## config.mk

```make
export PLATFORM = sky130hd
export DESIGN_NAME = sha256_message_digest_top
export DESIGN_NICKNAME = d
export VERILOG_FILES = /design/src/sv/sha256md_pkg.sv /design/src/sv/sha256md_compress.sv /design/src/sv/sha256_message_digest_top.sv
export SDC_FILE = /design/constraint.sdc
export NUM_CORES = 2
export LEC_CHECK = 0
export BUFFER_PORTS_ARGS = -buffer_cell sky130_fd_sc_hd__buf_2
export CAP_MARGIN = 25
export CORE_AREA = 2 2 434 436
export DETAILED_ROUTE_END_ITERATION = 8
export DIE_AREA = 0 0 436 438
export PLACE_DENSITY = 0.62
export REMOVE_ABC_BUFFERS = 1
export SKIP_CTS_REPAIR_TIMING = 1
export SLEW_MARGIN = 20
export SYNTH_ARGS = -nofsm -noshare
export SYNTH_HDL_FRONTEND = slang
export SYNTH_SLANG_ARGS = --single-unit
```

## constraint.sdc

```tcl
create_clock -name clk -period 39.3 [get_ports clk]
set_clock_uncertainty 0.1 [all_clocks]
set_input_delay 11.79 -clock clk [delete_from_list [all_inputs] [get_ports clk]]
set_output_delay 11.79 -clock clk [all_outputs]
set_load 0.1 [all_outputs]
```

## src/sv/sha256md_pkg.sv

```systemverilog
package sha256md_pkg;

    typedef logic [31:0] word_t;

    localparam word_t RoundK [64] = '{
        32'h428a2f98, 32'h71374491, 32'hb5c0fbcf, 32'he9b5dba5,
        32'h3956c25b, 32'h59f111f1, 32'h923f82a4, 32'hab1c5ed5,
        32'hd807aa98, 32'h12835b01, 32'h243185be, 32'h550c7dc3,
        32'h72be5d74, 32'h80deb1fe, 32'h9bdc06a7, 32'hc19bf174,
        32'he49b69c1, 32'hefbe4786, 32'h0fc19dc6, 32'h240ca1cc,
        32'h2de92c6f, 32'h4a7484aa, 32'h5cb0a9dc, 32'h76f988da,
        32'h983e5152, 32'ha831c66d, 32'hb00327c8, 32'hbf597fc7,
        32'hc6e00bf3, 32'hd5a79147, 32'h06ca6351, 32'h14292967,
        32'h27b70a85, 32'h2e1b2138, 32'h4d2c6dfc, 32'h53380d13,
        32'h650a7354, 32'h766a0abb, 32'h81c2c92e, 32'h92722c85,
        32'ha2bfe8a1, 32'ha81a664b, 32'hc24b8b70, 32'hc76c51a3,
        32'hd192e819, 32'hd6990624, 32'hf40e3585, 32'h106aa070,
        32'h19a4c116, 32'h1e376c08, 32'h2748774c, 32'h34b0bcb5,
        32'h391c0cb3, 32'h4ed8aa4a, 32'h5b9cca4f, 32'h682e6ff3,
        32'h748f82ee, 32'h78a5636f, 32'h84c87814, 32'h8cc70208,
        32'h90befffa, 32'ha4506ceb, 32'hbef9a3f7, 32'hc67178f2
    };

    localparam word_t InitHash [8] = '{
        32'h6a09e667, 32'hbb67ae85, 32'h3c6ef372, 32'ha54ff53a,
        32'h510e527f, 32'h9b05688c, 32'h1f83d9ab, 32'h5be0cd19
    };

    typedef struct packed {
        logic shift_sched;
        logic shift_work;
        logic round;
    } cmp_ctrl_t;

    function automatic word_t ror32(word_t v, int unsigned n);
        return (v >> n) | (v << (32 - n));
    endfunction

endpackage

```

## src/sv/sha256md_compress.sv

```systemverilog
module sha256md_compress
    import sha256md_pkg::*;
(
    input  logic      clk,
    input  cmp_ctrl_t ctrl,
    input  word_t     sched_in,
    input  word_t     work_in,
    input  logic [5:0] round_idx,
    output word_t     work_head
);

    word_t work_reg  [8];
    word_t sched_reg [16];

    word_t sig_e;
    word_t sig_a;
    word_t ch;
    word_t maj;
    word_t t1;
    word_t t2;
    word_t sig_lo;
    word_t sig_hi;
    word_t sched_new;

    always_comb
    begin
        sig_e = ror32(work_reg[4], 6) ^ ror32(work_reg[4], 11) ^ ror32(work_reg[4], 25);
        ch    = (work_reg[4] & work_reg[5]) ^ (~work_reg[4] & work_reg[6]);
        t1    = work_reg[7] + sig_e + ch + RoundK[round_idx] + sched_reg[0];
        sig_a = ror32(work_reg[0], 2) ^ ror32(work_reg[0], 13) ^ ror32(work_reg[0], 22);
        maj   = (work_reg[0] & work_reg[1]) ^ (work_reg[0] & work_reg[2])
              ^ (work_reg[1] & work_reg[2]);
        t2    = sig_a + maj;
        sig_lo = ror32(sched_reg[1], 7) ^ ror32(sched_reg[1], 18) ^ (sched_reg[1] >> 3);
        sig_hi = ror32(sched_reg[14], 17) ^ ror32(sched_reg[14], 19) ^ (sched_reg[14] >> 10);
        sched_new = sched_reg[0] + sig_lo + sched_reg[9] + sig_hi;
    end

    always_ff @(posedge clk)
    begin
        if (ctrl.round)
        begin
            work_reg[7] <= work_reg[6];
            work_reg[6] <= work_reg[5];
            work_reg[5] <= work_reg[4];
            work_reg[4] <= work_reg[3] + t1;
            work_reg[3] <= work_reg[2];
            work_reg[2] <= work_reg[1];
            work_reg[1] <= work_reg[0];
            work_reg[0] <= t1 + t2;
        end
        else if (ctrl.shift_work)
        begin
            for (int i = 0; i < 7; i++)
            begin
                work_reg[i] <= work_reg[i + 1];
            end
            work_reg[7] <= work_in;
        end

        if (ctrl.round || ctrl.shift_sched)
        begin
            for (int i = 0; i < 15; i++)
            begin
                sched_reg[i] <= sched_reg[i + 1];
            end
            sched_reg[15] <= ctrl.round ? sched_new : sched_in;
        end
    end

    assign work_head = work_reg[0];

endmodule

```

## src/sv/sha256_message_digest_top.sv

```systemverilog
// SHA-256 over a byte stream: one message byte per input word, the end-of-message mark
// closing the message (an end word without a byte is allowed, so empty messages hash).
// Bytes are taken while the block is idle. Each filled 64-byte block is then
// compressed with the input stalled: the block memory and chaining memory are
// streamed into the round unit, 64 rounds run at one per cycle, and the working
// variables are folded back into the chaining memory. On the end word the block pads
// and compresses one or two blocks, then emits the eight digest words, first word
// first, each read from the chaining memory and held until the output is ready. The
// chaining value returns to the initial vector after the eighth word is taken.
module sha256_message_digest_top
    import sha256md_pkg::*;
(
    input  logic        clk,
    input  logic        rst_n,
    input  logic        msg_valid,
    output logic        msg_ready,
    input  logic [7:0]  data_byte,
    input  logic        byte_present,
    input  logic        end_of_message,
    output logic        digest_valid,
    input  logic        digest_ready,
    output logic [31:0] digest_word,
    output logic [2:0]  word_number,
    output logic        last_word
);

    localparam logic [3:0] S_IDLE   = 4'd0;
    localparam logic [3:0] S_PAD    = 4'd1;
    localparam logic [3:0] S_ZERO   = 4'd2;
    localparam logic [3:0] S_LEN_HI = 4'd3;
    localparam logic [3:0] S_LEN_LO = 4'd4;
    localparam logic [3:0] S_LOAD   = 4'd5;
    localparam logic [3:0] S_ROUND  = 4'd6;
    localparam logic [3:0] S_FOLD   = 4'd7;
    localparam logic [3:0] S_OUT_RD = 4'd8;
    localparam logic [3:0] S_OUT    = 4'd9;

    localparam logic [1:0] RET_IDLE = 2'd0;
    localparam logic [1:0] RET_PAD  = 2'd1;
    localparam logic [1:0] RET_ZERO = 2'd2;
    localparam logic [1:0] RET_OUT  = 2'd3;

    localparam logic [4:0] ZeroLimFull = 5'd16;
    localparam logic [4:0] ZeroLimLen  = 5'd14;
    localparam logic [3:0] LenHiAddr   = 4'd14;
    localparam logic [3:0] LenLoAddr   = 4'd15;

    logic [3:0]  state_reg, state_next;
    logic [1:0]  ret_reg, ret_next;
    logic [4:0]  cnt_reg, cnt_next;
    logic [5:0]  rnd_reg, rnd_next;
    logic [4:0]  zcnt_reg, zcnt_next;
    logic        zero_full_reg, zero_full_next;
    logic [5:0]  fill_reg, fill_next;
    logic [60:0] byte_count_reg, byte_count_next;
    logic [2:0]  out_idx_reg, out_idx_next;
    logic [7:0]  chain_vld_reg, chain_vld_next;
    logic        chain_rvld_reg;
    logic [2:0]  chain_ridx_reg;
    word_t       acc_reg, acc_next;

    word_t block_mem [16];
    word_t chain_mem [8];
    word_t blk_rdata_reg;
    word_t chain_rdata_reg;

    logic       blk_we;
    logic [3:0] blk_waddr;
    word_t      blk_wdata;
    logic       blk_re;
    logic [3:0] blk_raddr;
    logic       chain_re;
    logic [2:0] chain_raddr;
    logic       chain_we;
    word_t      chain_rd;
    word_t      work_head;
    cmp_ctrl_t  ctrl;

    logic [4:0] byte_shift;
    word_t      byte_word;
    word_t      pad_word;
    logic [4:0] zero_lim;

    assign chain_rd   = chain_rvld_reg ? chain_rdata_reg : InitHash[chain_ridx_reg];
    assign byte_shift = {~fill_reg[1:0], 3'b000};
    assign byte_word  = (fill_reg[1:0] == 2'd0)
                      ? (word_t'(data_byte) << byte_shift)
                      : (acc_reg | (word_t'(data_byte) << byte_shift));
    assign pad_word   = (fill_reg[1:0] == 2'd0)
                      ? (word_t'(8'h80) << byte_shift)
                      : (acc_reg | (word_t'(8'h80) << byte_shift));
    assign zero_lim   = zero_full_reg ? ZeroLimFull : ZeroLimLen;

    assign digest_word = chain_rd;
    assign word_number = out_idx_reg;
    assign last_word   = (out_idx_reg == 3'd7);

    sha256md_compress u_compress (
        .clk       (clk),
        .ctrl      (ctrl),
        .sched_in  (blk_rdata_reg),
        .work_in   (chain_rd),
        .round_idx (rnd_reg),
        .work_head (work_head)
    );

    always_comb
    begin
        state_next      = state_reg;
        ret_next        = ret_reg;
        cnt_next        = cnt_reg;
        rnd_next        = rnd_reg;
        zcnt_next       = zcnt_reg;
        zero_full_next  = zero_full_reg;
        fill_next       = fill_reg;
        byte_count_next = byte_count_reg;
        out_idx_next    = out_idx_reg;
        chain_vld_next  = chain_vld_reg;
        acc_next        = acc_reg;
        blk_we          = 1'b0;
        blk_waddr       = fill_reg[5:2];
        blk_wdata       = '0;
        blk_re          = 1'b0;
        blk_raddr       = cnt_reg[3:0];
        chain_re        = 1'b0;
        chain_raddr     = cnt_reg[2:0];
        chain_we        = 1'b0;
        ctrl            = '0;
        msg_ready       = 1'b0;
        digest_valid    = 1'b0;

        unique case (state_reg)
            S_IDLE:
            begin
                msg_ready = 1'b1;
                if (msg_valid)
                begin
                    if (byte_present)
                    begin
                        blk_we          = 1'b1;
                        blk_wdata       = byte_word;
                        acc_next        = byte_word;
                        byte_count_next = byte_count_reg + 61'd1;
                        fill_next       = fill_reg + 6'd1;
                        if (fill_reg == 6'd63)
                        begin
                            state_next = S_LOAD;
                            cnt_next   = '0;
                            ret_next   = end_of_message ? RET_PAD : RET_IDLE;
                        end
                        else if (end_of_message)
                        begin
                            state_next = S_PAD;
                        end
                    end
                    else if (end_of_message)
                    begin
                        state_next = S_PAD;
                    end
                end
            end
            S_PAD:
            begin
                blk_we         = 1'b1;
                blk_wdata      = pad_word;
                zcnt_next      = {1'b0, fill_reg[5:2]} + 5'd1;
                zero_full_next = (fill_reg[5:3] == 3'b111);
                state_next     = S_ZERO;
            end
            S_ZERO:
            begin
                if (zcnt_reg < zero_lim)
                begin
                    blk_we    = 1'b1;
                    blk_waddr = zcnt_reg[3:0];
                    zcnt_next = zcnt_reg + 5'd1;
                end
                else if (zero_full_reg)
                begin
                    state_next = S_LOAD;
                    cnt_next   = '0;
                    ret_next   = RET_ZERO;
                end
                else
                begin
                    state_next = S_LEN_HI;
                end
            end
            S_LEN_HI:
            begin
                blk_we     = 1'b1;
                blk_waddr  = LenHiAddr;
                blk_wdata  = byte_count_reg[60:29];
                state_next = S_LEN_LO;
            end
            S_LEN_LO:
            begin
                blk_we          = 1'b1;
                blk_waddr       = LenLoAddr;
                blk_wdata       = {byte_count_reg[28:0], 3'b000};
                byte_count_next = '0;
                fill_next       = '0;
                state_next      = S_LOAD;
                cnt_next        = '0;
                ret_next        = RET_OUT;
            end
            S_LOAD:
            begin
                blk_re           = ~cnt_reg[4];
                chain_re         = (cnt_reg < 5'd8);
                ctrl.shift_sched = (cnt_reg != 5'd0);
                ctrl.shift_work  = (cnt_reg != 5'd0) && (cnt_reg <= 5'd8);
                cnt_next         = cnt_reg + 5'd1;
                if (cnt_reg == 5'd16)
                begin
                    state_next = S_ROUND;
                    rnd_next   = '0;
                end
            end
            S_ROUND:
            begin
                ctrl.round = 1'b1;
                rnd_next   = rnd_reg + 6'd1;
                if (rnd_reg == 6'd63)
                begin
                    state_next = S_FOLD;
                    cnt_next   = '0;
                end
            end
            S_FOLD:
            begin
                chain_re = (cnt_reg < 5'd8);
                if (cnt_reg != 5'd0)
                begin
                    chain_we                       = 1'b1;
                    ctrl.shift_work                = 1'b1;
                    chain_vld_next[chain_ridx_reg] = 1'b1;
                end
                cnt_next = cnt_reg + 5'd1;
                if (cnt_reg == 5'd8)
                begin
                    case (ret_reg)
                        RET_IDLE:
                        begin
                            state_next = S_IDLE;
                        end
                        RET_PAD:
                        begin
                            state_next = S_PAD;
                        end
                        RET_ZERO:
                        begin
                            state_next     = S_ZERO;
                            zcnt_next      = '0;
                            zero_full_next = 1'b0;
                        end
                        default:
                        begin
                            state_next   = S_OUT_RD;
                            out_idx_next = '0;
                        end
                    endcase
                end
            end
            S_OUT_RD:
            begin
                chain_re    = 1'b1;
                chain_raddr = out_idx_reg;
                state_next  = S_OUT;
            end
            S_OUT:
            begin
                digest_valid = 1'b1;
                if (digest_ready)
                begin
                    if (out_idx_reg == 3'd7)
                    begin
                        chain_vld_next = '0;
                        state_next     = S_IDLE;
                    end
                    else
                    begin
                        out_idx_next = out_idx_reg + 3'd1;
                        state_next   = S_OUT_RD;
                    end
                end
            end
            default:
            begin
                state_next = S_IDLE;
            end
        endcase
    end

    always_ff @(posedge clk or negedge rst_n)
    begin
        if (!rst_n)
        begin
            state_reg      <= S_IDLE;
            ret_reg        <= RET_IDLE;
            cnt_reg        <= '0;
            rnd_reg        <= '0;
            zcnt_reg       <= '0;
            zero_full_reg  <= 1'b0;
            fill_reg       <= '0;
            byte_count_reg <= '0;
            out_idx_reg    <= '0;
            chain_vld_reg  <= '0;
            chain_rvld_reg <= 1'b0;
            chain_ridx_reg <= '0;
        end
        else
        begin
            state_reg      <= state_next;
            ret_reg        <= ret_next;
            cnt_reg        <= cnt_next;
            rnd_reg        <= rnd_next;
            zcnt_reg       <= zcnt_next;
            zero_full_reg  <= zero_full_next;
            fill_reg       <= fill_next;
            byte_count_reg <= byte_count_next;
            out_idx_reg    <= out_idx_next;
            chain_vld_reg  <= chain_vld_next;
            if (chain_re)
            begin
                chain_rvld_reg <= chain_vld_reg[chain_raddr];
                chain_ridx_reg <= chain_raddr;
            end
        end
    end

    always_ff @(posedge clk)
    begin
        acc_reg <= acc_next;
        if (blk_we)
        begin
            block_mem[blk_waddr] <= blk_wdata;
        end
        if (blk_re)
        begin
            blk_rdata_reg <= block_mem[blk_raddr];
        end
        if (chain_we)
        begin
            chain_mem[chain_ridx_reg] <= chain_rd + work_head;
        end
        if (chain_re)
        begin
            chain_rdata_reg <= chain_mem[chain_raddr];
        end
    end

endmodule

```

==> key figures <==
Synthesis
  – Sequential area share after synthesis: 61.82%
  – Post-synth EDFFs: 1,632
  – #FFs+latches synth: 1,737
  – Post-synthesis async set-or-reset flop share: 6.045%
  – Number of distinct library cells after synthesis: 96
  – Syn avg cell area: 13.86 sq um
  – Most area-consuming cells after synthesis: edfxtp_1 (59%), mux4_2 (6.4%), fa_1 (4.5%), nand2_1 (3.4%), dfrtp_1 (3.1%)
  – Mapped Cells: 6,025
  – Post-synth top flop: edfxtp_1
  – Most instantiated cells after synthesis: edfxtp_1 (1,632), nand2_1 (752), inv_1 (371)
  – Synth area leader: edfxtp_1
  – Top-count cell post-synth: edfxtp_1
  – Synth top area share: 58.67%
  – Synth Cell Area: 83,530 sq um
  – Yosys warning count: 0

Min path
  – Hold Crit Class: flop to flop

Die
  – Core outline area: 186,600 sq um
  – Chip width: 436 microns
  – Top-Level Pins: 52
  – Initial Utilization: 44.76%
  – FP Rows: 159
  – Die ar.: 191,000 sq um
  – Die height: 438 microns

Worst setup path
  – CP max FO: 14
  – Crit path top cell by count: inv_1
  – Crit start category: flop
  – CP Class: flop to output pin
  – Crit. End Element: output pin
  – Worst path max stage delay: 0.65 ns
  – Critical path cell sequence: inv_1 > ha_1 > inv_1 > mux2_2 > o21ai_0 > buf_2
  – Critical Path RT: 27.41 ns
  – Worst EP arrival: 3.56 ns
  – Slowest CP cell: dfrtp_1

Drt
  – Vias per cell: 5.765
  – Routed Antenna Nets: 0
  – Aggregate routed wire length: 228,600 microns
  – Vias: 50,189
  – DRT Pass-1 Iters: 6
  – WL/cell: 26.26 microns
  – DRC: 0
  – Starting DRC count in detailed routing: 5,790

Final layout
  – # fillers: 16,052
  – FF/Latch Area: 51,650 sq um
  – Share of cells above drive strength 1: 13.13%
  – Nets: 6,446
  – Multi-input gate area: 29,620 sq um
  – Area growth, synth to finish: 11.08%
  – Util after Layout: 49.72%

Place
  – Hpwl dp: 158,300 microns
  – Port Buffers: 51
  – Final weighted congestion in routability-driven placement: 0.9641

Global route
  – First-pass GRT wire length: 332,700 microns
  – Initial antenna violation count: 8
  – GRT Overall Usage: 23.68%
  – Vias in the first global route: 48,341
  – Total global routing overflow: 0
  – Largest net degree at the start of global routing: 184

Timing
  – Max-slew violations: 0
  – Slew headroom: 23.92%
  – RSZ-0062 raised after global routing: false
  – Final count of hold timing violations: 0
  – Measured slew at the worst slew-check pin: 1.137 ns
  – FMAX: 64.72 MHz
  – Fin crit share: 39.32%
  – Final setup viols: 0
  – Minimum clock period: 15.45 ns

Clocking
  – Clock Tree Buf Depth: 3
  – H-tree depth: 4
  – Reg clk slew, reported paths: 0.06 ns
  – Later-pin clock latency in the skew report: 0.85 ns
  – Clk sinks: 1,737
  – CTS Buf Count: 180
  – CTS tree: built
  – Root Buffer: clkbuf_16

Flow run
  – Total of max-cap violations: 0

Status
  – Outcome: finished clean
logic make-up after synthesis:
group,after synthesis,share of synthesized area [%]
and+or+nand+nor,1405,7.324
buffers and inverters,677,3.062
xor gates and xnor gates,445,4.684
DFF,1737,61.82
AOI/OAI and AO/OA,1028,7.842
muxes,350,7.866
adders and majority gates,383,7.406
worst max-delay path, delay by kind of cell, from the launching register on:
| family | cells | cell delay, ns |
|---|---|---|
| buffers and inverters | 3 | 0.88 |
| flip-flops | 1 | 0.65 |
| adder cells (fa/ha/maj) | 1 | 0.42 |
| multiplexers | 1 | 0.26 |
| AO/OA/AOI/OAI | 1 | 0.52 |
stage by stage:
step                setup slack [ns]  hold WS (ns)  instance area, sq um  cells  TNS (ns)
global route                   23.59        0.3033                 92780   8702         0
finish                         23.85        0.3008                 92790   8706         0
floorplan                     -4.167        0.3003                 82370   5722  -2133.36
CTS                            23.83        0.2845                 92680   8695         0
global placement               24.41        0.3001                 86780   8360         0
detailed placement             24.34        0.3045                 86810   8362         0
cell usage in the layout, fill, tap and decap left out, types with 47 or more instances in the layout:
cell       Yosys  layout
o21ai_0      311     310
a21oi_1      258     258
mux2_2        91      91
buf_2         10      52
nand2_1      752     750
edfxtp_1    1632    1632
nand3_1       81      81
a21o_1       136     136
buf_4          1      91
nor3_1        64      58
xnor2_1      259     259
ha_1         188     188
nor2b_1       62      62
dfrtp_1      105      96
nor2_1       283     259
clkbuf_1     256      47
mux4_2       236     236
xor2_1       185     185
fa_1         188     188
clkbuf_16      0     181
inv_1        371     371
final cells by class:
class | instances | area share [%]
antenna | 4 | 0.01079
clock buffer | 235 | 5.175
clock inverter | 98 | 1.150
inverter | 374 | 1.513
multi-input combinational | 3611 | 31.93
sequential | 1737 | 55.67
tap | 2495 | 3.364
timing repair buffer | 152 | 1.189
metal layers:
metal / up-vias / share of wire [%] / GRT usage (%)
li1: 22142 / - / -
met1: 25749 / 44 / 34.50
met2: 1947 / 46 / 36.58
met3: 347 / 7.2 / 3.638
met4: 4 / 3.3 / 7.730
met5: - / 0.0096 / 0
path summary, 6_finish.rpt:
| kind | end | slack (ns) | start | cells past startpoint |
|---|---|---|---|---|
| min in group asynchronous | byte_count_reg[43] | 10.89 | rst_n | 1 |
| max in group asynchronous | cnt_reg[0] | 26.79 | rst_n | 2 |
| hold reg to reg | u_compress.sched_reg[1][2] | 0.30 | u_compress.sched_reg[2][2] | 0 |
| hold / removal | u_compress.sched_reg[1][2] | 0.30 | u_compress.sched_reg[2][2] | 0 |
| setup reg to reg | u_compress.work_reg[0][31] | 28.53 | rnd_reg[0] | 35 |
| setup / recovery | digest_word[16] | 23.85 | chain_ridx_reg[1] | 6 |
Power is left out: the tool's default activity adds up to more than one toggle a clock period on the data nets, which glitch-free logic cannot reach.
